==> src/rtl/core/psaw_pkg.sv <==
// Shared types, constants and constant tables of the detuned saw bank.
package psaw_pkg;

   localparam int MAX_VOICES_DEF    = 8;
   localparam int DETUNE_VOICES_DEF = 7;
   localparam int PHASE_BITS_DEF    = 24;

   localparam int NOTE_W     = 7;
   localparam int CMD_W      = 2;
   localparam int OUT_W      = 24;
   localparam int CSR_IDX_W  = 2;
   localparam int CSR_DATA_W = 16;
   localparam int OCT_W      = 3;
   localparam int DET_W      = 7;
   localparam int GAIN_W     = 16;
   localparam int MULT_W     = 32;
   localparam int BASE_W     = 32;
   localparam int DIVD_W     = 64;
   localparam int DIVS_W     = 32;
   localparam int EXPF_W     = 16;
   localparam int BASE_X_W   = 48;
   localparam int SHIFT_W    = 5;
   localparam int REM_W      = 4;

   localparam int SAMPLE_RATE = 44100;
   localparam int MIX_COEF    = 335544;
   localparam int OUT_MAX     = 8388607;
   localparam int OUT_MIN     = -8388608;

   localparam logic [CMD_W-1:0] CMD_NOTE_ON  = 2'd0;
   localparam logic [CMD_W-1:0] CMD_NOTE_OFF = 2'd1;
   localparam logic [CMD_W-1:0] CMD_TICK     = 2'd2;

   localparam logic [CSR_IDX_W-1:0] CSR_OCTAVE = 2'd0;
   localparam logic [CSR_IDX_W-1:0] CSR_DETUNE = 2'd1;
   localparam logic [CSR_IDX_W-1:0] CSR_GAIN   = 2'd2;

   typedef enum logic [1:0] {
      CELL_HOLD,
      CELL_LOAD,
      CELL_SHIFT,
      CELL_PROC
   } cell_op_type;

   typedef struct packed {
      cell_op_type         op;
      logic [NOTE_W-1:0]   note;
   } cell_ctrl_type;

   typedef enum logic [3:0] {
      ST_IDLE,
      ST_FSTART,
      ST_FDIV,
      ST_FEXP,
      ST_VOICE,
      ST_MUL,
      ST_ISTART,
      ST_IDIV,
      ST_ROT,
      ST_MIX1,
      ST_MIX2,
      ST_MIX3
   } seq_state_type;

   typedef logic [16:0][MULT_W-1:0]    root_tab_type;
   typedef logic [11:0][BASE_X_W-1:0]  base_tab_type;
   typedef logic [127:0][SHIFT_W-1:0]  shift_tab_type;
   typedef logic [127:0][REM_W-1:0]    rem_tab_type;

   function automatic logic [63:0] isqrt64(input logic [63:0] x_in);
      logic [63:0] x;
      logic [63:0] r;
      logic [63:0] b;
      x = x_in;
      r = 64'd0;
      b = 64'd1 << 62;
      for (int n = 0; n < 32; n++) begin
         if (b > x) b = b >> 2;
      end
      for (int n = 0; n < 32; n++) begin
         if (b != 64'd0) begin
            if (x >= r + b) begin
               x = x - (r + b);
               r = (r >> 1) + b;
            end else begin
               r = r >> 1;
            end
            b = b >> 2;
         end
      end
      return r;
   endfunction

   // r[i] = 2^(2^-i) in Q30
   function automatic root_tab_type build_roots();
      root_tab_type t;
      logic [63:0]  v;
      v = 64'd1 << 31;
      t[0] = v[MULT_W-1:0];
      for (int i = 1; i <= 16; i++) begin
         v = isqrt64(v << 30);
         t[i] = v[MULT_W-1:0];
      end
      return t;
   endfunction

   localparam root_tab_type ROOT_TAB = build_roots();

   function automatic logic [63:0] exp2_const(input int f);
      logic [63:0] m;
      m = 64'd1 << 30;
      for (int i = 1; i <= 16; i++) begin
         if (((f >> (16 - i)) & 1) != 0) m = (m * 64'(ROOT_TAB[i])) >> 30;
      end
      return m;
   endfunction

   // 440 * 2^(r/12) in Q30, one entry per semitone
   function automatic base_tab_type build_base_tab();
      base_tab_type t;
      int           fr;
      for (int r = 0; r < 12; r++) begin
         fr = (r * 65536 + 6) / 12;
         t[r] = BASE_X_W'(64'd440 * exp2_const(fr));
      end
      return t;
   endfunction

   function automatic shift_tab_type build_shift_tab();
      shift_tab_type t;
      for (int n = 0; n < 128; n++) t[n] = SHIFT_W'(20 - (n + 3) / 12);
      return t;
   endfunction

   function automatic rem_tab_type build_rem_tab();
      rem_tab_type t;
      for (int n = 0; n < 128; n++) t[n] = REM_W'((n + 3) % 12);
      return t;
   endfunction

   localparam base_tab_type  BASE_TAB  = build_base_tab();
   localparam shift_tab_type SHIFT_TAB = build_shift_tab();
   localparam rem_tab_type   REM_TAB   = build_rem_tab();

endpackage

==> src/rtl/core/psaw_cell.sv <==
// Voice cell: one note and its row of oscillator phases.
module psaw_cell import psaw_pkg::*; #(
   parameter int DETUNE_VOICES = DETUNE_VOICES_DEF,
   parameter int PHASE_BITS    = PHASE_BITS_DEF
) (
   input  logic                                      clock,
   input  cell_ctrl_type                             ctrl,
   input  logic [NOTE_W-1:0]                         nb_note,
   input  logic [DETUNE_VOICES-1:0][PHASE_BITS-1:0]  nb_phases,
   input  logic [PHASE_BITS-1:0]                     upd_phase,
   output logic [NOTE_W-1:0]                         note,
   output logic [DETUNE_VOICES-1:0][PHASE_BITS-1:0]  phases
);

   localparam logic [PHASE_BITS-1:0] HALF = {1'b1, {(PHASE_BITS-1){1'b0}}};

   logic [NOTE_W-1:0]                         note_ff, note_in;
   logic [DETUNE_VOICES-1:0][PHASE_BITS-1:0]  ph_ff, ph_in;

   always_comb begin
      note_in = note_ff;
      ph_in   = ph_ff;
      unique case (ctrl.op)
         CELL_HOLD: begin
         end
         CELL_LOAD: begin
            note_in = ctrl.note;
            for (int k = 0; k < DETUNE_VOICES; k++) ph_in[k] = HALF;
         end
         CELL_SHIFT: begin
            note_in = nb_note;
            ph_in   = nb_phases;
         end
         CELL_PROC: begin
            // rotate the row, the updated head goes to the tail
            for (int k = 0; k < DETUNE_VOICES - 1; k++) ph_in[k] = ph_ff[k+1];
            ph_in[DETUNE_VOICES-1] = upd_phase;
         end
         default: begin
         end
      endcase
   end

   always_ff @(posedge clock) begin
      note_ff <= note_in;
      ph_ff   <= ph_in;
   end

   assign note   = note_ff;
   assign phases = ph_ff;

endmodule

==> config.mk <==
export PLATFORM = sky130hd
export DESIGN_NAME = psaw_cell
export DESIGN_NICKNAME = d
export VERILOG_FILES = /design/src/rtl/core/psaw_pkg.sv /design/src/rtl/core/psaw_cell.sv
export SDC_FILE = /design/constraint.sdc
export NUM_CORES = 1
export LEC_CHECK = 0
export ABC_CLOCK_PERIOD_IN_PS = 4300
export BUFFER_PORTS_ARGS = -buffer_cell sky130_fd_sc_hd__buf_2
export CORE_ASPECT_RATIO = 2
export CORE_MARGIN = 2
export CORE_UTILIZATION = 30
export CTS_CLUSTER_SIZE = 40
export DETAILED_ROUTE_END_ITERATION = 16
export PLACE_DENSITY_LB_ADDON = 0.12
export SLEW_MARGIN = 20
export SYNTH_ARGS = -nofsm -noshare
export SYNTH_HDL_FRONTEND = slang
export SYNTH_SLANG_ARGS = --single-unit
==> constraint.sdc <==
create_clock -name clock -period 4.3 [get_ports clock]
set_input_delay 0.645 -clock clock [delete_from_list [all_inputs] [get_ports clock]]
set_output_delay 0.645 -clock clock [all_outputs]
set_load 0.1 [all_outputs]
==> results by group <==
Outcome
  • Outcome: finished clean

Synthesis
  • Xor/xnor share of the synthesized area: 0%
  • Seq/Total Area, Yosys: 73.1%
  • Ys Warns: 0
  • Mapped Area: 7190 um^2
  • Mapped Cells: 398
  • Largest family of logic cells by synthesized area: compound AO/OA/AOI/OAI gates
  • Post-synthesis compound-gate area fraction: 20.6%
  • Number of library cell types mapped by synthesis: 12
  • Post-synthesis adder-cell area fraction: 0.696%
  • Post-Syn Nets: 611
  • Mux share of post-synthesis cell area: 1.10%
  • Simple-Gate Fraction of Synth Area: 0.139%
  • #FFs+latches synth: 175
  • Syn Area/Cell: 18.1 um^2

Floorplan
  • Die width: 113 um
  • Area of the die: 25300 um^2
  • Placeable Area: 23700 um^2
  • I/O pins: 384
  • Die height: 223 um
  • Row Count: 80
  • Starting Density: 30.3%

Route
  • Routed wl met2: 10700 um
  • Routed met3 length: 1660 um
  • Met1 wire length: 7840 um
  • Max layer used: met5
  • Via count: 5288
  • Wire per inst: 19.5 um
  • DRC Markers: 0
  • Final WL: 21000 um
  • Initial DRT Pass Iterations: 4
  • Post-DR vias/cell: 4.93
  • Initial detailed-routing violation count: 268
  • Antenna-violating nets left: 0

Global routing
  • Initial antenna violation count: 5
  • First-pass GRT wire length: 30800 um
  • Gr usage total: 16.2%
  • Vias in the first global route: 5479
  • Largest net degree at the start of global routing: 103
  • GRT Residual Overflow: 0

Clock network
  • Resized Gates After CTS: 0
  • Clock Path Buffers: 2
  • CTS Sinks: 175
  • Cts bufs inserted: 17
  • CTS tree: built
  • Clock Tree Root: clkbuf_16
  • Later-pin clock latency in the skew report: 0.44 ns
  • Post-CTS Setup Bufs: 0
  • Hold_buf cts: 0
  • # H-tree levels: 4
  • CTS clk-pin slew, worst paths: 0.07 ns

STA
  • Final setup viols: 0
  • Peak Freq: 426 MHz
  • Worst clock skew: 0.00607 ns
  • Setup_tns: 0 ns
  • Final min period: 2.35 ns
  • RSZ-0062 raised after global routing: no
  • Max Slew Vio Count: 0
  • Final cycle utilization of the critical path: 54.6%
  • Final setup margin: 1.95 ns
  • Hold Vio Cnt, Final: 0
  • Slew headroom: 36.4%
  • Tightest Pin Transition: 0.952 ns

Power
  • P_int: 3300 uW
  • Sequential cell fraction of total power: 40.0%
  • Clock Power Share: 29.8%
  • Max VDD drop: 311 uV
  • Pleak: 0.00453 uW
  • Switching part of the total power: 38.6%
  • Pwr Density: 543 nW/um^2
  • Psw: 2070 uW
  • Comb pwr share: 30.2%

Placed design
  • Post-DP HPWL: 15200 um
  • Input/output buffers: 383
  • GP Congestion: 0.789
  • Placed cells: 1037
  • Worst slack, placed: 1.40 ns

Worst setup path
  • CP Launch Type: input port
  • Required @ worst endpoint: 4.45 ns
  • Max FO, Critical Path: 74
  • Worst EP arrival: 2.49 ns
  • Setup CP Type: in2reg
  • Crit end category: flip-flop

Cells and area
  • # fillers: 2268
  • Share of layout cells above drive strength 1: 54.9%
  • Highest-count cells in the layout ignoring fill and taps: buf_2, edfxtp_1, a22o_1
  • Final cell count without fillers: 1073
  • # nets final: 982
  • Synthesis-to-finish area growth: 37.8%
  • Leading cell type in the layout, fill and taps excluded: buf_2

Run
  • Max-Cap Viols: 0

Worst hold path
  • Hold Path Class: in2reg
state kept, by name, indices dropped and copies added, names as in the netlist:
signal / cells
phases: 168
note: 7
area by class of cell:
class / instances / area [um^2] / share of cell area (%)
inverters: 3 / 15.0 / 0.152
flip-flops and latches: 175 / 5260 / 53.1
multi-input cells: 181 / 1640 / 16.6
diodes: 4 / 10.0 / 0.101
clock buffers: 21 / 440 / 4.45
clock inverters: 11 / 165 / 1.67
repair buffers: 391 / 2010 / 20.3
well taps: 287 / 359 / 3.63
metal layers:
metal  GRT usage, %  up-vias
met4           8.03        2
met1           18.1     2512
li1               -     2448
met2           27.4      285
met3           5.38       41
met5              0        -
cells in the mapped netlist:
cell type  instances  area (um^2)
edfxtp_1         175         5260
a22o_1           160         1400
buf_2             21          105
buf_6             17          191
a221o_1            7         70.1
mux2_2             7         78.8
ha_1               4         50.1
inv_1              3         11.3
a22oi_1            1         7.51
buf_4              1         7.51
nor2_1             1         3.75
nor2_2             1         6.26
worst max-delay path, cell delays in order:
cell and delay [ns]:
buf_2 0.12, inv_1 0.14, ha_1 0.22, clkinvlp_4 0.75, buf_12 0.55
path summary, 6_finish.rpt:
kind | start | end | slack, ns | cells after the start
max | ctrl[7] | phases[109] | 1.95 | 5
min | nb_phases[127] | phases[127] | 0.49 | 2
max reg2reg | phases[167] | phases[143] | 3.29 | 1
min reg2reg | phases[135] | phases[111] | 0.57 | 1
kinds of logic (layout without fill, tap and decap cells):
group                    count (synthesis)  count (layout)
buffers and inverters                   42             426
other                                    0               4
adder cells (fa/ha/maj)                  4               4
AND/OR/NAND/NOR                          2               2
AO/OA/AOI/OAI                          168             168
flip-flops                             175             175
multiplexers                             7               7
power groups by stage:
stage	Combinational (uW)	Sequential, uW	Clock [uW]
2_1_floorplan	189	3320	0
3_3_place_gp	1630	2190	0
3_5_place_dp	1630	2190	0
4_1_cts	1630	2150	1660
5_1_grt	1670	2170	1720
6_report	1630	2150	1600
stage by stage:
step / utilization [%] / instance area [um^2] / hold slack [ns] / total power (uW)
4_1_cts: 41.7 / 9890 / 0.454 / 5450
3_3_place_gp: 39.1 / 9290 / 0.553 / 3810
5_1_grt: 41.7 / 9900 / 0.458 / 5560
3_5_place_dp: 39.1 / 9290 / 0.555 / 3820
6_report: 41.7 / 9900 / 0.490 / 5380
2_1_floorplan: - / 7190 / 0.843 / 3510
Power figures use the tool's default switching activity.
