$ cat src/rtl/core/psaw_pkg.sv
// Shared types, constants and constant tables of the detuned saw bank.
package psaw_pkg;

   localparam int MAX_VOICES_DEF    = 8;
   localparam int DETUNE_VOICES_DEF = 7;
   localparam int PHASE_BITS_DEF    = 24;

   localparam int NOTE_W     = 7;
   localparam int CMD_W      = 2;
   localparam int OUT_W      = 24;
   localparam int CSR_IDX_W  = 2;
   localparam int CSR_DATA_W = 16;
   localparam int OCT_W      = 3;
   localparam int DET_W      = 7;
   localparam int GAIN_W     = 16;
   localparam int MULT_W     = 32;
   localparam int BASE_W     = 32;
   localparam int DIVD_W     = 64;
   localparam int DIVS_W     = 32;
   localparam int EXPF_W     = 16;
   localparam int BASE_X_W   = 48;
   localparam int SHIFT_W    = 5;
   localparam int REM_W      = 4;

   localparam int SAMPLE_RATE = 44100;
   localparam int MIX_COEF    = 335544;
   localparam int OUT_MAX     = 8388607;
   localparam int OUT_MIN     = -8388608;

   localparam logic [CMD_W-1:0] CMD_NOTE_ON  = 2'd0;
   localparam logic [CMD_W-1:0] CMD_NOTE_OFF = 2'd1;
   localparam logic [CMD_W-1:0] CMD_TICK     = 2'd2;

   localparam logic [CSR_IDX_W-1:0] CSR_OCTAVE = 2'd0;
   localparam logic [CSR_IDX_W-1:0] CSR_DETUNE = 2'd1;
   localparam logic [CSR_IDX_W-1:0] CSR_GAIN   = 2'd2;

   typedef enum logic [1:0] {
      CELL_HOLD,
      CELL_LOAD,
      CELL_SHIFT,
      CELL_PROC
   } cell_op_type;

   typedef struct packed {
      cell_op_type         op;
      logic [NOTE_W-1:0]   note;
   } cell_ctrl_type;

   typedef enum logic [3:0] {
      ST_IDLE,
      ST_FSTART,
      ST_FDIV,
      ST_FEXP,
      ST_VOICE,
      ST_MUL,
      ST_ISTART,
      ST_IDIV,
      ST_ROT,
      ST_MIX1,
      ST_MIX2,
      ST_MIX3
   } seq_state_type;

   typedef logic [16:0][MULT_W-1:0]    root_tab_type;
   typedef logic [11:0][BASE_X_W-1:0]  base_tab_type;
   typedef logic [127:0][SHIFT_W-1:0]  shift_tab_type;
   typedef logic [127:0][REM_W-1:0]    rem_tab_type;

   function automatic logic [63:0] isqrt64(input logic [63:0] x_in);
      logic [63:0] x;
      logic [63:0] r;
      logic [63:0] b;
      x = x_in;
      r = 64'd0;
      b = 64'd1 << 62;
      for (int n = 0; n < 32; n++) begin
         if (b > x) b = b >> 2;
      end
      for (int n = 0; n < 32; n++) begin
         if (b != 64'd0) begin
            if (x >= r + b) begin
               x = x - (r + b);
               r = (r >> 1) + b;
            end else begin
               r = r >> 1;
            end
            b = b >> 2;
         end
      end
      return r;
   endfunction

   // r[i] = 2^(2^-i) in Q30
   function automatic root_tab_type build_roots();
      root_tab_type t;
      logic [63:0]  v;
      v = 64'd1 << 31;
      t[0] = v[MULT_W-1:0];
      for (int i = 1; i <= 16; i++) begin
         v = isqrt64(v << 30);
         t[i] = v[MULT_W-1:0];
      end
      return t;
   endfunction

   localparam root_tab_type ROOT_TAB = build_roots();

   function automatic logic [63:0] exp2_const(input int f);
      logic [63:0] m;
      m = 64'd1 << 30;
      for (int i = 1; i <= 16; i++) begin
         if (((f >> (16 - i)) & 1) != 0) m = (m * 64'(ROOT_TAB[i])) >> 30;
      end
      return m;
   endfunction

   // 440 * 2^(r/12) in Q30, one entry per semitone
   function automatic base_tab_type build_base_tab();
      base_tab_type t;
      int           fr;
      for (int r = 0; r < 12; r++) begin
         fr = (r * 65536 + 6) / 12;
         t[r] = BASE_X_W'(64'd440 * exp2_const(fr));
      end
      return t;
   endfunction

   function automatic shift_tab_type build_shift_tab();
      shift_tab_type t;
      for (int n = 0; n < 128; n++) t[n] = SHIFT_W'(20 - (n + 3) / 12);
      return t;
   endfunction

   function automatic rem_tab_type build_rem_tab();
      rem_tab_type t;
      for (int n = 0; n < 128; n++) t[n] = REM_W'((n + 3) % 12);
      return t;
   endfunction

   localparam base_tab_type  BASE_TAB  = build_base_tab();
   localparam shift_tab_type SHIFT_TAB = build_shift_tab();
   localparam rem_tab_type   REM_TAB   = build_rem_tab();

endpackage

$ cat src/rtl/core/psaw_exp2.sv
// Fractional power of two, one root factor per cycle.
module psaw_exp2 import psaw_pkg::*; (
   input  logic              clock,
   input  logic              reset,
   input  logic              start,
   input  logic [EXPF_W-1:0] frac,
   output logic              done,
   output logic [MULT_W-1:0] mant
);

   localparam int CNT_W = 5;

   logic [MULT_W-1:0] m_ff, m_in;
   logic [EXPF_W-1:0] f_ff, f_in;
   logic [CNT_W-1:0]  cnt_ff, cnt_in;
   logic              busy_ff, busy_in;
   logic              done_ff, done_in;
   logic [63:0]       prod;

   always_comb begin
      m_in    = m_ff;
      f_in    = f_ff;
      cnt_in  = cnt_ff;
      busy_in = busy_ff;
      done_in = 1'b0;
      prod    = {32'b0, m_ff} * {32'b0, ROOT_TAB[cnt_ff]};
      if (start) begin
         m_in    = MULT_W'(64'd1 << 30);
         f_in    = frac;
         cnt_in  = CNT_W'(1);
         busy_in = 1'b1;
      end else if (busy_ff) begin
         if (f_ff[EXPF_W-1]) m_in = prod[61:30];
         f_in   = {f_ff[EXPF_W-2:0], 1'b0};
         cnt_in = cnt_ff + CNT_W'(1);
         if (cnt_ff == CNT_W'(EXPF_W)) begin
            busy_in = 1'b0;
            done_in = 1'b1;
         end
      end
   end

   always_ff @(posedge clock) begin
      if (reset) begin
         busy_ff <= 1'b0;
         done_ff <= 1'b0;
         cnt_ff  <= CNT_W'(1);
      end else begin
         busy_ff <= busy_in;
         done_ff <= done_in;
         cnt_ff  <= cnt_in;
      end
      m_ff <= m_in;
      f_ff <= f_in;
   end

   assign done = done_ff;
   assign mant = m_ff;

endmodule

$ cat config.mk
export PLATFORM = sky130hd
export DESIGN_NAME = psaw_exp2
export DESIGN_NICKNAME = d
export VERILOG_FILES = /design/src/rtl/core/psaw_pkg.sv /design/src/rtl/core/psaw_exp2.sv
export SDC_FILE = /design/constraint.sdc
export NUM_CORES = 2
export LEC_CHECK = 0
export BUFFER_PORTS_ARGS = -buffer_cell sky130_fd_sc_hd__buf_2
export CAP_MARGIN = 5
export CORE_MARGIN = 1.5
export CORE_UTILIZATION = 50
export DETAILED_ROUTE_END_ITERATION = 6
export PLACE_DENSITY_LB_ADDON = 0.05
export SKIP_LAST_GASP = 1
export SLEW_MARGIN = 10
export SYNTH_ARGS = -nofsm -noshare
export SYNTH_HDL_FRONTEND = slang
export SYNTH_SLANG_ARGS = --single-unit
$ cat constraint.sdc
create_clock -name clock -period 7.75 [get_ports clock]
set_clock_uncertainty 0.15 [all_clocks]
set_input_delay 0.775 -clock clock [delete_from_list [all_inputs] [get_ports clock]]
set_output_delay 0.775 -clock clock [all_outputs]
set_load 0.05 [all_outputs]
==> summary.md <==
| Metric | Value |
|---|---|
| Max-capacitance violation count | 0 |
| DR vias | between 20000 and 30000 |
| Total Routing Usage GR | 31.6% |
| Final Wtd Congestion | 0.951 |
| Vias in the first global route | 29158 |
| Cell count after synthesis | 3785 |
| Vias per cell | 5.30 |
| Reg2reg setup slack | around 0.079 ns |
| WL/cell | 22.0 um |
| IO buf count | 51 |
| Crit Path Max Fanout | 8 |
| Post-route ant nets | 0 |
| Synthesized area per cell | 9.25 um^2 |
| Post-Layout Cell Count | around 5000 |
| TritonCTS buffer count | 9 |
| Initial drt markers | 1340 |
| Starting Density | 50.8% |
| Pre-antenna DRT Iters | 5 |
| Min-Delay Path Class | flip-flop to flip-flop |
| Fin. max-slew vios | 0 |
| Std-Cell Rows | 96 |
| Fin Setup TNS | 0 ns |
| Max clock buf depth | 2 |
| Reg-to-reg startpoint | mant[7] |
| DRC Markers | 0 |
| Slew at the pin closest to its max-slew limit | 1.03 ns |
| Ports | 52 |
| RSZ-0062 raised after global routing | true |
| Fin worst setup slack | 0.0793 ns |
| Status | complete, no violations |
| Setup CP Type | flip-flop to flip-flop |
| Post-Syn Nets | just under 5000 |
| Endpoints failing hold | 0 |
| Period utilisation layout | 99.0% |
| Clock tree root driver cell | clkbuf_16 |
| Synth-to-layout area growth | 13.4% |
| Initial antenna violation count | 4 |
| Critical Path Sink Type | flip-flop |
| Worst-Skew Late Latency | roughly 0.38 ns |
| Critical Path Sink | mant[14] |
| Reg-to-reg endpoint | mant[14] |
| Primary FF master, synth | dfxtp_1 |
| DP Cell Count | a little under 5000 |
| Number of flops mapped to enable cells by yosys | 16 |
| Ys async rst share | 0% |
| CP arrival | 7.80 ns |
| Gr ovfl total | 0 |
| Post-Syn Area | 0.0350 mm^2 |
| Critical Path RT | 7.88 ns |
| Ys Warns | 0 |
| Global-route wire length before repair | 168000 um |
| CTS Hold Buffers Added | 0 |
| Die H | approximately 270 um |
| Routed WL | 107000 um |
| Layout Utilization | 57.6% |
| Post-DP HPWL | about 90000 um |
| Critical Path Source | mant[7] |
| Seq/Total Area, Yosys | 5.37% |
| Pre-CTS setup slack | -0.357 ns |
| Htree depth | 3 |
| Clk slew on worst S/H paths | 0.08 ns |
| Yosys reg bits | 86 |
| Core area | 0.0689 mm^2 |
| CTS tree | done |
| Min cycle time layout | 7.67 ns |
| F_max | 130 MHz |
| Post-synth cell types | 61 |
| Largest net degree at the start of global routing | 42 |
| Crit start category | flip-flop |
| Slew Limit Headroom | 30.8% |
| Setup violations, final | 0 |
| TritonCTS Sinks | 86 |
| Nets@finish | 5101 |
| Share of cells above drive strength 1 | between 10% and 20% |
| R2R cell count | 27 |
| Total Die Area | 0.0716 mm^2 |
| Horiz. Die Dim | 268 um |
## stage by stage
stage               instance area, um^2  hold WS [ns]
detailed placement                38200         0.333
finish                            39700         0.338
global route                      39700         0.380
global placement                  38200         0.335
CTS                               38800         0.342
floorplan                         35000         0.311
## cells in the final DEF (no fill, tap or decap), drive strengths merged, types with 7 or more instances in the layout
| cell | count |
|---|---|
| dfxtp | 70 |
| a21oi | 81 |
| nor2 | 38 |
| nand3 | 12 |
| o21bai | 7 |
| fa | 862 |
| xnor2 | 31 |
| ha | 289 |
| nand4 | 15 |
| nor3 | 12 |
| o21ai | 40 |
| buf | 350 |
| a21o | 20 |
| a211oi | 7 |
| inv | 870 |
| mux2 | 15 |
| edfxtp | 16 |
| xor2 | 12 |
| nand2 | 452 |
| and3 | 7 |
| a22o | 20 |
| clkbuf | 10 |
| and2 | 610 |
## cell usage after synthesis (2+ instances only)
cell | count | area [um^2]
buf_1 | 2 | 7.51
xnor2_1 | 31 | 272
inv_1 | 866 | 3250
a21o_1 | 20 | 150
mux2_2 | 15 | 169
a22o_1 | 20 | 175
mux2i_1 | 4 | 40.0
nand3_1 | 12 | 60.1
and3_1 | 7 | 43.8
nand2b_1 | 6 | 37.5
nor2b_1 | 6 | 37.5
xor2_1 | 12 | 105
nand2_1 | 452 | 1700
a221o_1 | 3 | 30.0
or3_1 | 4 | 25.0
nor2_1 | 38 | 143
a21oi_1 | 80 | 400
or2_2 | 3 | 18.8
a31oi_1 | 5 | 31.3
o21a_1 | 6 | 45.0
o31ai_1 | 3 | 22.5
o21bai_1 | 7 | 52.6
a211oi_1 | 7 | 52.6
clkbuf_1 | 215 | 807
a41oi_1 | 3 | 26.3
and2_1 | 610 | 3820
o211ai_1 | 6 | 45.0
and4_1 | 3 | 26.3
edfxtp_1 | 16 | 480
o22ai_1 | 3 | 18.8
a221oi_1 | 3 | 26.3
o21ai_0 | 39 | 195
ha_1 | 289 | 3620
a21boi_0 | 3 | 22.5
a22oi_1 | 3 | 22.5
nor3_1 | 12 | 60.1
nor4_1 | 3 | 18.8
fa_1 | 862 | 17300
dfxtp_1 | 70 | 1400
nand4_1 | 15 | 93.8
## worst max-delay path, cell delays in order (launching register included)
cell and delay (ns):
dfxtp_2 0.35, buf_8 0.16, buf_4 0.18, and2_1 0.15, fa_1 0.47, inv_1 0.06
fa_1 0.54, inv_1 0.05, fa_1 0.49, fa_1 0.44, fa_1 0.60, fa_1 0.45
fa_1 0.50, fa_1 0.52, ha_4 0.29, and3_4 0.21, buf_4 0.12, nand2_1 0.06
a21oi_2 0.17, buf_4 0.15, nand4_1 0.13, a21oi_4 0.25, o211ai_1 0.20, a21oi_2 0.28
buf_4 0.15, xor2_1 0.13, nand2_1 0.09, a21oi_2 0.22
## kinds of logic (layout without fill, tap and decap cells)
| group | Yosys count | count (layout) | synth area share, % |
|---|---|---|---|
| other | 0 | 2 | 0 |
| multiplexers | 19 | 19 | 0.597 |
| flip-flops | 86 | 86 | 5.37 |
| buffers and inverters | 1083 | 1234 | 11.6 |
| adder cells (fa/ha/maj) | 1151 | 1151 | 59.6 |
| AO/OA/AOI/OAI | 225 | 225 | 4.18 |
| XOR/XNOR | 43 | 43 | 1.08 |
| AND/OR/NAND/NOR | 1178 | 1178 | 17.5 |
## layer usage
layer / up-vias / track usage, % / wire [um]
met2: 673 / 56.4 / 55000
li1: 11337 / - / -
met3: 188 / 3.26 / 4280
met5: - / 0 / 13
met4: 2 / 13.1 / 5130
met1: 13597 / 39.0 / 42800
## how the worst min path moves through the flow
stage | from | endpoint | slack [ns] | depth (start not counted)
after floorplan | cnt_ff[4] | done | 0.31 | 2
after global placement | mant[0] | mant[0] | 0.33 | 2
after detailed placement | mant[0] | mant[0] | 0.33 | 2
after CTS | mant[0] | mant[0] | 0.34 | 2
after global routing | mant[0] | mant[0] | 0.38 | 2
final | mant[0] | mant[0] | 0.34 | 2
## area by class of cell
type	count	area (um^2)
well taps	931	1160
repair buffers	352	3430
clock inverters	7	48.8
clock buffers	9	225
multi-input cells	2616	29600
inverters	866	3250
diodes	2	5.00
fillers	6250	29200
flip-flops and latches	86	1940
## repair_timing
| action | 4_1_cts | 5_1_grt |
|---|---|---|
| gates cloned | 1 | 1 |
| pin swaps | 36 | 103 |
| resized for setup | 65 | 182 |
| setup buffers | 14 | 28 |
| hold endpoints to repair | 0 | 0 |
| endpoints found under the setup margin | 14 | 26 |
Power is left out: the tool's default activity adds up to more than one toggle a clock period on the data nets, which glitch-free logic cannot reach.
