===== src/rtl/core/psaw_pkg.sv =====
// Shared types, constants and constant tables of the detuned saw bank.
package psaw_pkg;

   localparam int MAX_VOICES_DEF    = 8;
   localparam int DETUNE_VOICES_DEF = 7;
   localparam int PHASE_BITS_DEF    = 24;

   localparam int NOTE_W     = 7;
   localparam int CMD_W      = 2;
   localparam int OUT_W      = 24;
   localparam int CSR_IDX_W  = 2;
   localparam int CSR_DATA_W = 16;
   localparam int OCT_W      = 3;
   localparam int DET_W      = 7;
   localparam int GAIN_W     = 16;
   localparam int MULT_W     = 32;
   localparam int BASE_W     = 32;
   localparam int DIVD_W     = 64;
   localparam int DIVS_W     = 32;
   localparam int EXPF_W     = 16;
   localparam int BASE_X_W   = 48;
   localparam int SHIFT_W    = 5;
   localparam int REM_W      = 4;

   localparam int SAMPLE_RATE = 44100;
   localparam int MIX_COEF    = 335544;
   localparam int OUT_MAX     = 8388607;
   localparam int OUT_MIN     = -8388608;

   localparam logic [CMD_W-1:0] CMD_NOTE_ON  = 2'd0;
   localparam logic [CMD_W-1:0] CMD_NOTE_OFF = 2'd1;
   localparam logic [CMD_W-1:0] CMD_TICK     = 2'd2;

   localparam logic [CSR_IDX_W-1:0] CSR_OCTAVE = 2'd0;
   localparam logic [CSR_IDX_W-1:0] CSR_DETUNE = 2'd1;
   localparam logic [CSR_IDX_W-1:0] CSR_GAIN   = 2'd2;

   typedef enum logic [1:0] {
      CELL_HOLD,
      CELL_LOAD,
      CELL_SHIFT,
      CELL_PROC
   } cell_op_type;

   typedef struct packed {
      cell_op_type         op;
      logic [NOTE_W-1:0]   note;
   } cell_ctrl_type;

   typedef enum logic [3:0] {
      ST_IDLE,
      ST_FSTART,
      ST_FDIV,
      ST_FEXP,
      ST_VOICE,
      ST_MUL,
      ST_ISTART,
      ST_IDIV,
      ST_ROT,
      ST_MIX1,
      ST_MIX2,
      ST_MIX3
   } seq_state_type;

   typedef logic [16:0][MULT_W-1:0]    root_tab_type;
   typedef logic [11:0][BASE_X_W-1:0]  base_tab_type;
   typedef logic [127:0][SHIFT_W-1:0]  shift_tab_type;
   typedef logic [127:0][REM_W-1:0]    rem_tab_type;

   function automatic logic [63:0] isqrt64(input logic [63:0] x_in);
      logic [63:0] x;
      logic [63:0] r;
      logic [63:0] b;
      x = x_in;
      r = 64'd0;
      b = 64'd1 << 62;
      for (int n = 0; n < 32; n++) begin
         if (b > x) b = b >> 2;
      end
      for (int n = 0; n < 32; n++) begin
         if (b != 64'd0) begin
            if (x >= r + b) begin
               x = x - (r + b);
               r = (r >> 1) + b;
            end else begin
               r = r >> 1;
            end
            b = b >> 2;
         end
      end
      return r;
   endfunction

   // r[i] = 2^(2^-i) in Q30
   function automatic root_tab_type build_roots();
      root_tab_type t;
      logic [63:0]  v;
      v = 64'd1 << 31;
      t[0] = v[MULT_W-1:0];
      for (int i = 1; i <= 16; i++) begin
         v = isqrt64(v << 30);
         t[i] = v[MULT_W-1:0];
      end
      return t;
   endfunction

   localparam root_tab_type ROOT_TAB = build_roots();

   function automatic logic [63:0] exp2_const(input int f);
      logic [63:0] m;
      m = 64'd1 << 30;
      for (int i = 1; i <= 16; i++) begin
         if (((f >> (16 - i)) & 1) != 0) m = (m * 64'(ROOT_TAB[i])) >> 30;
      end
      return m;
   endfunction

   // 440 * 2^(r/12) in Q30, one entry per semitone
   function automatic base_tab_type build_base_tab();
      base_tab_type t;
      int           fr;
      for (int r = 0; r < 12; r++) begin
         fr = (r * 65536 + 6) / 12;
         t[r] = BASE_X_W'(64'd440 * exp2_const(fr));
      end
      return t;
   endfunction

   function automatic shift_tab_type build_shift_tab();
      shift_tab_type t;
      for (int n = 0; n < 128; n++) t[n] = SHIFT_W'(20 - (n + 3) / 12);
      return t;
   endfunction

   function automatic rem_tab_type build_rem_tab();
      rem_tab_type t;
      for (int n = 0; n < 128; n++) t[n] = REM_W'((n + 3) % 12);
      return t;
   endfunction

   localparam base_tab_type  BASE_TAB  = build_base_tab();
   localparam shift_tab_type SHIFT_TAB = build_shift_tab();
   localparam rem_tab_type   REM_TAB   = build_rem_tab();

endpackage


===== src/rtl/core/psaw_div.sv =====
// Constant divider: each 16-bit quotient digit is estimated, then subtracted.
module psaw_div import psaw_pkg::*; #(
   parameter int DIVISOR = SAMPLE_RATE
) (
   input  logic              clock,
   input  logic              reset,
   input  logic              start,
   input  logic [DIVD_W-1:0] dividend,
   output logic              done,
   output logic [DIVD_W-1:0] quotient
);

   localparam int DIG_W  = 16;
   localparam int NDIG   = DIVD_W / DIG_W;
   localparam int CNT_W  = 2;
   localparam int CUR_W  = 2 * DIG_W;
   localparam int RC_S   = CUR_W + $clog2(DIVISOR);
   localparam int PROD_W = 2 * CUR_W + 1;
   // ceil(2^RC_S / DIVISOR) gives the exact digit for any 32-bit partial dividend
   localparam logic [CUR_W:0] RECIP =
      (CUR_W + 1)'(((64'd1 << RC_S) + 64'(DIVISOR) - 64'd1) / 64'(DIVISOR));
   localparam logic [CUR_W-1:0] DVS = CUR_W'(DIVISOR);

   logic [DIG_W-1:0]  rem_ff, rem_in;
   logic [DIVD_W-1:0] quo_ff, quo_in;
   logic [DIG_W-1:0]  dig_ff, dig_in;
   logic [CNT_W-1:0]  cnt_ff, cnt_in;
   logic              phase_ff, phase_in;
   logic              busy_ff, busy_in;
   logic              done_ff, done_in;
   logic [CUR_W-1:0]  cur;
   logic [PROD_W-1:0] prod;
   logic [CUR_W-1:0]  rem_new;

   always_comb begin
      rem_in   = rem_ff;
      quo_in   = quo_ff;
      dig_in   = dig_ff;
      cnt_in   = cnt_ff;
      phase_in = phase_ff;
      busy_in  = busy_ff;
      done_in  = 1'b0;
      cur      = {rem_ff, quo_ff[DIVD_W-1 -: DIG_W]};
      prod     = PROD_W'(cur) * PROD_W'(RECIP);
      rem_new  = cur - CUR_W'(dig_ff) * DVS;
      if (start) begin
         rem_in   = '0;
         quo_in   = dividend;
         cnt_in   = '0;
         phase_in = 1'b0;
         busy_in  = 1'b1;
      end else if (busy_ff) begin
         if (!phase_ff) begin
            // estimate the digit from the reciprocal
            dig_in   = prod[RC_S +: DIG_W];
            phase_in = 1'b1;
         end else begin
            rem_in   = rem_new[DIG_W-1:0];
            quo_in   = {quo_ff[DIVD_W-DIG_W-1:0], dig_ff};
            phase_in = 1'b0;
            cnt_in   = cnt_ff + CNT_W'(1);
            if (cnt_ff == CNT_W'(NDIG - 1)) begin
               busy_in = 1'b0;
               done_in = 1'b1;
            end
         end
      end
   end

   always_ff @(posedge clock) begin
      if (reset) begin
         busy_ff  <= 1'b0;
         done_ff  <= 1'b0;
         cnt_ff   <= '0;
         phase_ff <= 1'b0;
      end else begin
         busy_ff  <= busy_in;
         done_ff  <= done_in;
         cnt_ff   <= cnt_in;
         phase_ff <= phase_in;
      end
      rem_ff <= rem_in;
      quo_ff <= quo_in;
      dig_ff <= dig_in;
   end

   assign done     = done_ff;
   assign quotient = quo_ff;

endmodule


===== config.mk =====
export PLATFORM = sky130hd
export DESIGN_NAME = psaw_div
export DESIGN_NICKNAME = d
export VERILOG_FILES = /design/src/rtl/core/psaw_pkg.sv /design/src/rtl/core/psaw_div.sv
export SDC_FILE = /design/constraint.sdc
export NUM_CORES = 1
export LEC_CHECK = 0
export BUFFER_PORTS_ARGS = -buffer_cell sky130_fd_sc_hd__buf_2
export CAP_MARGIN = 20
export CORE_ASPECT_RATIO = 1.75
export CORE_UTILIZATION = 50
export DETAILED_ROUTE_END_ITERATION = 6
export PLACE_DENSITY = 0.66
export SETUP_SLACK_MARGIN = 0.5
export SLEW_MARGIN = 30
export SYNTH_ARGS = -nofsm -noshare
export SYNTH_HDL_FRONTEND = slang
export SYNTH_SLANG_ARGS = --single-unit
export TNS_END_PERCENT = 20

===== constraint.sdc =====
create_clock -name clock -period 16.3 [get_ports clock]
set_input_delay 2.445 -clock clock [delete_from_list [all_inputs] [get_ports clock]]
set_output_delay 2.445 -clock clock [all_outputs]
set_load 0.02 [all_outputs]

==> results of run 1 <==
-- critical path, stage by stage (launching register included) --
cell,delay (ns)
edfxtp_1,0.67
buf_6,0.27
fa_1,0.50
xor2_1,0.19
ha_1,0.20
a21o_1,0.19
fa_1,0.55
inv_1,0.06
fa_1,0.49
fa_1,0.57
inv_1,0.05
fa_1,0.48
fa_1,0.53
fa_1,0.43
ha_1,0.36
nand4_1,0.16
nor2_1,0.28
nand4_1,0.22
and4_1,0.27
a2111oi_1,0.65
o21ai_0,0.28
xnor2_1,0.31
-- registers in the layout (all words and copies together) (netlist names) --
| signal | cells |
|---|---|
| busy_ff | 1 |
| cnt_ff | 2 |
| rem_ff | 16 |
| dig_ff | 16 |
| quotient | 64 |
| done | 1 |
| phase_ff | 1 |
-- metal layers --
layer	track usage	vias to the layer above	share of wire
met5	0	-	0
met4	0.2922	0	0.11
met3	0.03619	312	0.037
met2	0.5763	566	0.52
met1	0.3235	8405	0.33
li1	-	7421	-
-- cells by family after synthesis --
group	count (synthesis)	synth area share
muxes	58	0.02716
xor gates and xnor gates	63	0.02299
AOI/OAI and AO/OA	233	0.06443
adders and majority gates	897	0.6136
DFF	101	0.1176
buffers and inverters	695	0.1090
and+or+nand+nor	209	0.04514
-- layout make-up --
class / instances / area, sq um / area share
Antenna cell: 1 / 2.502 / 0.00009677
Clock buffer: 9 / 225.2 / 0.008710
Clock inverter: 7 / 65.06 / 0.002516
Inverter: 673 / 2526 / 0.09769
Multi-Input combinational cell: 1460 / 18570 / 0.7182
Sequential cell: 101 / 2823 / 0.1092
Tap cell: 588 / 735.7 / 0.02845
Timing Repair Buffer: 164 / 909.6 / 0.03518
-- cell usage in the layout (no fill, tap or decap), drive strengths merged, types with 10 or more instances in the layout --
master	n
a211oi	15
a21o	44
a21oi	68
and2	11
buf	164
dfxtp	21
edfxtp	80
fa	467
ha	430
inv	676
mux2	57
nand2	61
nand3	17
nand4	14
nor2	29
nor2b	10
nor3	24
o21ai	47
or3	12
xnor2	36
xor2	27
-- final timing paths --
| path | start | to | cells after the start |
|---|---|---|---|
| min reg2reg | cnt_ff[1]$_SDFFE_PP0P_ | cnt_ff[1]$_SDFFE_PP0P_ | 2 |
| max | quotient[58]$_DFFE_PP_ | dig_ff[2]$_DFFE_PP_ | 21 |
| max reg2reg | quotient[58]$_DFFE_PP_ | dig_ff[2]$_DFFE_PP_ | 21 |
| min | cnt_ff[1]$_SDFFE_PP0P_ | cnt_ff[1]$_SDFFE_PP0P_ | 2 |
-- per-stage QoR --
stage / cell area (sq um) / util
after floorplan: 24000 / -
after global placement: 25550 / 0.5418
after detailed placement: 25560 / 0.5420
after CTS: 25850 / 0.5482
after global routing: 25860 / 0.5482
final: 25860 / 0.5483
==> summary.txt, run 1 <==
Timing
  – Final setup fails: 0
  – Worst Clk Skew: roughly 0.011 ns
  – F_max: about 130 MHz
  – Unrepaired setup endpoints after global routing: no
  – Slew Viols, Final: 0
  – Hold_ws: between 0.5 and 0.6 ns
  – Slack of the critical path: between 8 and 9 ns
  – Final TNS setup: 0 ns
  – Final hold violation count: 0
  – Tcrit/Tclk final: 0.4866
  – Minimum clock period: roughly 7.9 ns
  – Slew margin rel.: 0.3230
  – Least-Margin Pin Slew: between 1 and 1.5 ns

Clocking
  – Post-CTS Resized: 0
  – H-tree levels: 3
  – Bufs on Longest Clock Path: 2
  – Post-CTS setup buffer count: 0
  – Worst skew pair latency: roughly 0.36 ns
  – Post-CTS Hold Buffers: 0
  – CTS tree: done
  – Worst-path clk slew: approximately 0.070 ns
  – TritonCTS buffer count: 9
  – Clk root buf: clkbuf_16
  – Clock sinks: around 100

Synth
  – Synthesized instance count: between 2000 and 2500
  – Synth Net Count: 3220
  – Synthesized area per cell: roughly 11 sq um
  – Synth cell count leaders: inv_1, fa_1, ha_1
  – Unique masters post-synth: 72
  – Post-synthesis sequential area ratio: 0.1176
  – Post-synth ARST share: 0
  – Synth area leader: fa_1
  – Synthesized area: between 20000 and 25000 sq um
  – Number of flops mapped to enable cells by yosys: 80
  – Top cells by area in the synthesized netlist: fa_1, ha_1, inv_1
  – Primary FF master, synth: edfxtp_1
  – Share of the synthesized area in the top cell type: 0.3895
  – Ys Warns: 0
  – Most frequent cell after synthesis: inv_1
  – Yosys reg bits: 101

Placement
  – Detailed Place HPWL: between 60000 and 70000 um
  – # port buffers: about 130
  – Dpl ws: 8.350 ns
  – GPL Wtd Cong: just over 1
  – DP Cell Count: 2986

Global route
  – Antenna violations before repair: 1
  – GRT Residual Overflow: 0
  – First-pass GRT wire length: 113500 um
  – Tot GR Track Use: 0.3208
  – Pin count of the biggest net entering global routing: 54
  – Vias in the first global route: about 19000

Detailed routing
  – Via count: ~17000
  – DR pass1 iterations: 7
  – Via density: 5.562
  – Initial DRC count: 905
  – DR DRC count: 0
  – Final WL: between 70000 and 80000 um
  – WL per Instance: ~25 um
  – Final ANT Viol Nets: 0

Die
  – Starting density of the core: 0.5089
  – Die Area: ~50000 sq um
  – Die extent in y: about 290 um
  – Top Ports: roughly 130
  – Die Wd: 167.6 um
  – Core area: between 40000 and 50000 sq um
  – Rows: 105

Cells and area
  – Layout cell share with drive strength beyond 1: 0.1052
  – Layout net count: ~3400
  – Area Overhead vs Synth: 7.731%
  – # fillers: 4189
  – Non-Filler Instances: 3003

Worst setup path
  – Startpoint Class: flip-flop
  – CP arrival: between 8 and 9 ns
  – Worst Path Max Fanout: 11
  – Worst endpoint required time: roughly 16 ns
  – Worst setup EP type: flip-flop
  – WS Path Type: flip-flop to flip-flop
  – Reg2reg setup slack: between 8 and 9 ns

Hold path
  – Hold WC Path Type: flip-flop to flip-flop

Outcome
  – Status: completed

Flow run
  – Max_cap viols: 0
Power of run 1 is not shown: default switching activity piles up to over one toggle a cycle in this logic, so the estimate is an artifact.
==> run 2, diff against run 1 <==
--- a/config.mk
+++ b/config.mk
@@ -10,7 +10,7 @@
 export CORE_ASPECT_RATIO = 1.75
 export CORE_UTILIZATION = 50
 export DETAILED_ROUTE_END_ITERATION = 6
-export PLACE_DENSITY = 0.66
+export PLACE_DENSITY = 0.69
 export SETUP_SLACK_MARGIN = 0.5
 export SLEW_MARGIN = 30
 export SYNTH_ARGS = -nofsm -noshare
==> constraint.sdc (replaced) <==
create_clock -name clock -period 6.5 [get_ports clock]
set_input_delay 0.975 -clock clock [delete_from_list [all_inputs] [get_ports clock]]
set_output_delay 0.975 -clock clock [all_outputs]
set_load 0.02 [all_outputs]
==> summary.txt, run 2 (synthesized netlist as in run 1, its figures left out) <==
Outcome
  – Status: finished, violations left
  – Failing checks: setup timing

Worst setup path
  – Worst Path Max Fanout: 9 (-2)
  – Crit-path max cell delay: 0.62 ns (-0.05 ns)
  – CP arrival: 7.45 ns (-0.64 ns)
  – RR Endpoint: dig_ff[14]$_DFFE_PP_
  – Worst r2r path cells: 21 (unchanged)
  – Worst r2r src: quotient[63]$_DFFE_PP_
  – CP dominant cell by count: fa_1
  – Worst endpoint required time: 6.70 ns (-9.76 ns)
  – CP max stage cell: fa_1
  – Worst setup EP type: flip-flop
  – Worst path cell trace: buf_4 -> ha_1 -> buf_4 -> fa_1 -> fa_1 -> inv_1 -> fa_1 -> inv_1 -> fa_1 -> fa_1 -> fa_1 -> fa_1 -> ha_1 -> a21oi_1 -> o21ai_0 -> a31oi_2 -> o21ai_2 -> o31ai_4 -> a21oi_4 -> or4_1 -> o311ai_2
  – Reg2reg setup slack: -0.75 ns (-9.12 ns)
  – WS Path Type: flip-flop to flip-flop
  – Startpoint Class: flip-flop

Die
  – Die extent in y: 291.8 um (unchanged)
  – Core area: 47160 sq um (unchanged)
  – Rows: 105 (unchanged)
  – Starting density of the core: 0.5089 (unchanged)
  – Top Ports: 132 (unchanged)
  – Die Area: 48920 sq um (unchanged)
  – Die Wd: 167.6 um (unchanged)

Detailed routing
  – WL per Instance: 25.70 um (+4.3%)
  – Final WL: 86250 um (+17%)
  – DR DRC count: 0 (unchanged)
  – Final ANT Viol Nets: 0 (unchanged)
  – Initial DRC count: 847 (-6.4%)
  – Via count: 18100 (+8.4%)
  – DR pass1 iterations: 5 (-2)
  – Via density: 5.394 (-3.0%)

Placement
  – DP Cell Count: 3321 (+11%)
  – GPL Wtd Cong: 0.9891 (-4.6%)
  – Dpl ws: -0.9958 ns (-9.346 ns)
  – # port buffers: 131 (unchanged)
  – Detailed Place HPWL: 77990 um (+21%)

Clocking
  – Worst skew pair latency: 0.38 ns (+0.02 ns)
  – Bufs on Longest Clock Path: 2 (unchanged)
  – Clock sinks: 101 (unchanged)
  – Clk root buf: clkbuf_16
  – Worst-path clk slew: 0.08 ns (about the same)
  – TritonCTS buffer count: 9 (unchanged)
  – H-tree levels: 3 (unchanged)
  – Post-CTS Hold Buffers: 0 (unchanged)
  – CTS tree: done

Cells and area
  – Max reg flops: 64 (unchanged)
  – Layout net count: 3726 (+10%)
  – Layout cell share with drive strength beyond 1: 0.2447 (+0.1394)
  – Most common cell after layout, fill and taps aside: inv_1
  – Area Overhead vs Synth: 21.01%
  – Most frequent cells in the layout: inv_1, fa_1, ha_1
  – Non-Filler Instances: 3356 (+12%)

Hold path
  – Worst hold start: cnt_ff[1]$_SDFFE_PP0P_
  – Hold EP: cnt_ff[1]$_SDFFE_PP0P_
  – Hold WC Path Type: flip-flop to flip-flop
  – Worst Hold Depth: 2 (unchanged)

Global route
  – First-pass GRT wire length: 128400 um (+13%)
  – Pin count of the biggest net entering global routing: 65 (+20%)
  – GRT Residual Overflow: 0 (unchanged)
  – Vias in the first global route: 20700 (+8.8%)
  – Antenna violations before repair: 2 (+1)
  – Tot GR Track Use: 0.3721 (+0.05129)

Timing
  – Tcrit/Tclk final: 1.116 (+0.6292)
  – Final hold violation count: 0 (unchanged)
  – F_max: 137.9 MHz (+9.4%)
  – Slack of the critical path: -0.7524 ns (-9.121 ns)
  – Worst Clk Skew: 0.01774 ns (+0.007040 ns)
  – Least-Margin Pin Slew: 0.9737 ns (-0.04182 ns)
  – Unrepaired setup endpoints after global routing: yes
  – Final TNS setup: -9.018 ns (-9.018 ns)
  – Minimum clock period: 7.252 ns (-0.6790 ns)
  – Slew Viols, Final: 0 (unchanged)
  – Slew margin rel.: 0.3509 (+0.02788)
  – Final setup fails: 16 (+16)

Flow run
  – Max_cap viols: 0 (unchanged)
## run 2: cell count changes in the layout (fill, tap and decap cells not counted), moves of 10 or more
| cell | before | now |
|---|---|---|
| buf_12 | 0 | 11 |
| fa_2 | 0 | 10 |
| fa_1 | 467 | 457 |
| buf_4 | 33 | 368 |
| ha_4 | 0 | 11 |
| ha_1 | 430 | 415 |
## run 2: routing by layer
layer  vias to the layer above  track usage  wire, um
li1                       8136            -         -
met1                      9213       0.3594     27610
met2                       493       0.6989     46710
met3                       257      0.03104      2620
met4                         2       0.3294      9301
met5                         -            0        13
## run 2: worst max-delay path, delay by kind of cell (launching register included)
kind	cells	cell delay [ns]
adder cells (fa/ha/maj)	9	4.20
AO/OA/AOI/OAI	7	1.42
AND/OR/NAND/NOR	1	0.54
buffers and inverters	4	0.53
flip-flops	1	0.36
## run 2: per-stage QoR
stage / util / hold WS (ns) / cell area (sq um)
after detailed placement: 0.5992 / 0.5338 / 28260
after CTS: 0.6129 / 0.5482 / 28910
after global placement: 0.5990 / 0.5153 / 28250
after global routing: 0.6158 / 0.5717 / 29050
final: 0.6158 / 0.5456 / 29050
after floorplan: - / 0.4972 / 24060
## run 2: how the worst max path moves through the flow
stage	from	end	slack (ns)	cells after the start
finish	quotient[63]$_DFFE_PP_	dig_ff[14]$_DFFE_PP_	-0.75	21
global route	quotient[58]$_DFFE_PP_	dig_ff[15]$_DFFE_PP_	-0.91	23
CTS	quotient[54]$_DFFE_PP_	dig_ff[15]$_DFFE_PP_	-0.77	21
detailed placement	quotient[62]$_DFFE_PP_	dig_ff[6]$_DFFE_PP_	-1.0	22
global placement	quotient[62]$_DFFE_PP_	dig_ff[14]$_DFFE_PP_	-0.94	22
floorplan	quotient[55]$_DFFE_PP_	dig_ff[14]$_DFFE_PP_	-0.40	21
## run 2: final cells by class
| type | instances | area (sq um) |
|---|---|---|
| Tap cell | 588 | 735.7 |
| Clock inverter | 7 | 86.33 |
| Multi-Input combinational cell | 1460 | 18910 |
| Antenna cell | 1 | 2.502 |
| Fill cell | 4065 | 18120 |
| Inverter | 673 | 2526 |
| Sequential cell | 101 | 2829 |
| Timing Repair Buffer | 517 | 3727 |
| Clock buffer | 9 | 225.2 |
## run 2: repair_timing
| action | 4_1_cts | 5_1_grt |
|---|---|---|
| pin swaps | 43 | 17 |
| setup endpoints to repair | 16 | 16 |
| endpoints found under the hold margin | 0 | 0 |
| resized for setup | 57 | 26 |
| setup buffers | 13 | 5 |
Power of run 2 is left out for the same reason.
==> run 3, diff against run 2 <==
--- a/config.mk
+++ b/config.mk
@@ -11,6 +11,7 @@
 export CORE_UTILIZATION = 50
 export DETAILED_ROUTE_END_ITERATION = 6
 export PLACE_DENSITY = 0.69
+export REMOVE_ABC_BUFFERS = 1
 export SETUP_SLACK_MARGIN = 0.5
 export SLEW_MARGIN = 30
 export SYNTH_ARGS = -nofsm -noshare
==> summary.txt, run 3 (synthesized netlist as in run 1, its figures left out) <==
Outcome
  – Status: finished, violations left
  – Failing checks: setup timing

Global route
  – Vias in the first global route: 21000 (+1.4%)
  – Tot GR Track Use: 0.3584 (-0.01364)
  – Antenna violations before repair: 1 (-1)
  – First-pass GRT wire length: 125000 um (-2.7%)
  – Pin count of the biggest net entering global routing: 65 (unchanged)
  – GRT Residual Overflow: 0 (unchanged)

Timing
  – Least-Margin Pin Slew: 0.9696 ns (-0.004064 ns)
  – Slew margin rel.: 0.3536 (+0.002709)
  – Final hold violation count: 0 (unchanged)
  – Minimum clock period: 7.417 ns (+0.1649 ns)
  – Tcrit/Tclk final: 1.141 (+0.02537)
  – Slack of the critical path: -0.9173 ns (-0.1649 ns)
  – Worst Clk Skew: 0.02322 ns (+0.005480 ns)
  – Final setup fails: 16 (unchanged)
  – Unrepaired setup endpoints after global routing: yes
  – Slew Viols, Final: 0 (unchanged)
  – F_max: 134.8 MHz (-2.2%)

Worst setup path
  – Crit path depth: 25 (+19%)
  – Crit-path max cell delay: 0.58 ns (-0.04 ns)
  – CP max stage cell: fa_2
  – Startpoint Class: flip-flop
  – RR Endpoint: dig_ff[15]$_DFFE_PP_
  – CP arrival: 7.54 ns (+0.09 ns)
  – Worst Path Max Fanout: 4 (-5)
  – Reg2reg setup slack: -0.92 ns (-0.16 ns)
  – WS Path Type: flip-flop to flip-flop
  – Worst r2r src: quotient[57]$_DFFE_PP_
  – Worst r2r path cells: 25 (+19%)
  – Worst setup EP type: flip-flop
  – Bufs and invs on worst path: 9 (+5)
  – Crit path max-delay family: adder cells
  – CP dominant cell by count: fa_1
  – Critical Path Start: quotient[57]$_DFFE_PP_
  – Worst endpoint required time: 6.62 ns (-0.08 ns)
  – Critical Path End: dig_ff[15]$_DFFE_PP_

Detailed routing
  – Final ANT Viol Nets: 0 (unchanged)
  – WL per Instance: 24.80 um (-3.5%)
  – Via count: 18390 (+1.6%)
  – Final WL: 83680 um (-3.0%)
  – Initial DRC count: 945 (+12%)
  – DR pass1 iterations: 5 (unchanged)
  – DR DRC count: 0 (unchanged)
  – Via density: 5.449 (+1.0%)

Die
  – Core area: 47160 sq um (unchanged)
  – Top Ports: 132 (unchanged)
  – Die Wd: 167.6 um (unchanged)
  – Die extent in y: 291.8 um (unchanged)
  – Die Area: 48920 sq um (unchanged)
  – Rows: 105 (unchanged)
  – Starting density of the core: 0.5089 (unchanged)

Clocking
  – TritonCTS buffer count: 9 (unchanged)
  – Clock sinks: 101 (unchanged)
  – Clk root buf: clkbuf_16
  – Post-CTS Hold Buffers: 0 (unchanged)
  – H-tree levels: 3 (unchanged)
  – CTS tree: done
  – Worst-path clk slew: 0.10 ns (+0.02 ns)
  – Bufs on Longest Clock Path: 2 (unchanged)
  – Worst skew pair latency: 0.39 ns (about the same)

Cells and area
  – Most frequent cells in the layout: inv_1, fa_1, ha_1
  – Seq. cell area: 2829 sq um (unchanged)
  – Area Overhead vs Synth: 22.13%
  – Max reg flops: 64 (unchanged)
  – Diodes inserted: 0 (-1)
  – Layout net count: 3746 (+0.54%)
  – Most common cell after layout, fill and taps aside: inv_1
  – # fillers: 3876 (-4.6%)
  – Layout cell share with drive strength beyond 1: 0.2583 (+0.01367)
  – Area of the multi-input gates: 19070 sq um (+0.83%)

Hold path
  – Hold WC Path Type: flip-flop to flip-flop

Placement
  – GPL Wtd Cong: 1.099 (+11%)
  – Detailed Place HPWL: 74080 um (-5.0%)
  – Dpl ws: -1.043 ns (-0.04698 ns)
  – # port buffers: 131 (unchanged)

Flow run
  – Max_cap viols: 0 (unchanged)
[run 3: worst min-delay path by stage]
stage / from / endpoint / depth (start not counted)
after floorplan: cnt_ff[1]$_SDFFE_PP0P_ / cnt_ff[1]$_SDFFE_PP0P_ / 2
after global placement: cnt_ff[1]$_SDFFE_PP0P_ / cnt_ff[1]$_SDFFE_PP0P_ / 2
after detailed placement: cnt_ff[1]$_SDFFE_PP0P_ / cnt_ff[1]$_SDFFE_PP0P_ / 2
after CTS: busy_ff$_SDFF_PP0_ / busy_ff$_SDFF_PP0_ / 2
after global routing: cnt_ff[1]$_SDFFE_PP0P_ / cnt_ff[1]$_SDFFE_PP0P_ / 2
final: busy_ff$_SDFF_PP0_ / busy_ff$_SDFF_PP0_ / 2
[run 3: final cells by class]
class | count | share of cell area
tap | 588 | 0.02510
clock inverter | 7 | 0.002732
sequential | 101 | 0.09650
multi-input combinational | 1460 | 0.6505
timing repair buffer | 537 | 0.1313
inverter | 673 | 0.08618
clock buffer | 9 | 0.007683
[run 3: worst min-delay path, cell delays in order (launching register included)]
cell	delay, ns
dfxtp_1	0.35
a21oi_1	0.13
nor2_1	0.04
[run 3: timing repair]
item / CTS / global route
pin swaps: 38 / 30
resized for setup: 67 / 58
setup endpoints to repair: 16 / 16
setup buffers: 9 / 10
endpoints found under the hold margin: 0 / 0
[run 3: routing by layer]
metal / routed length [um] / up-vias / global-route usage / share of wire
li1: - / 8166 / - / -
met1: 25310 / 9211 / 0.3325 / 0.30
met2: 43190 / 653 / 0.6388 / 0.52
met3: 4036 / 359 / 0.05693 / 0.048
met4: 11140 / 2 / 0.3826 / 0.13
met5: 13 / - / 0 / 0.00016
[run 3: through the flow]
step	instance area (sq um)	hold WS (ns)	cells	utilization	setup TNS, ns
2_1_floorplan	23910	0.4972	2234	-	-4.281
3_3_place_gp	28300	0.5141	3340	0.6001	-11.47
3_5_place_dp	28300	0.5384	3340	0.6001	-12.32
4_1_cts	28990	0.5674	3365	0.6146	-10.38
5_1_grt	29310	0.5966	3375	0.6215	-13.02
6_report	29310	0.5674	3375	0.6215	-10.89
Power of run 3 is left out for the same reason.
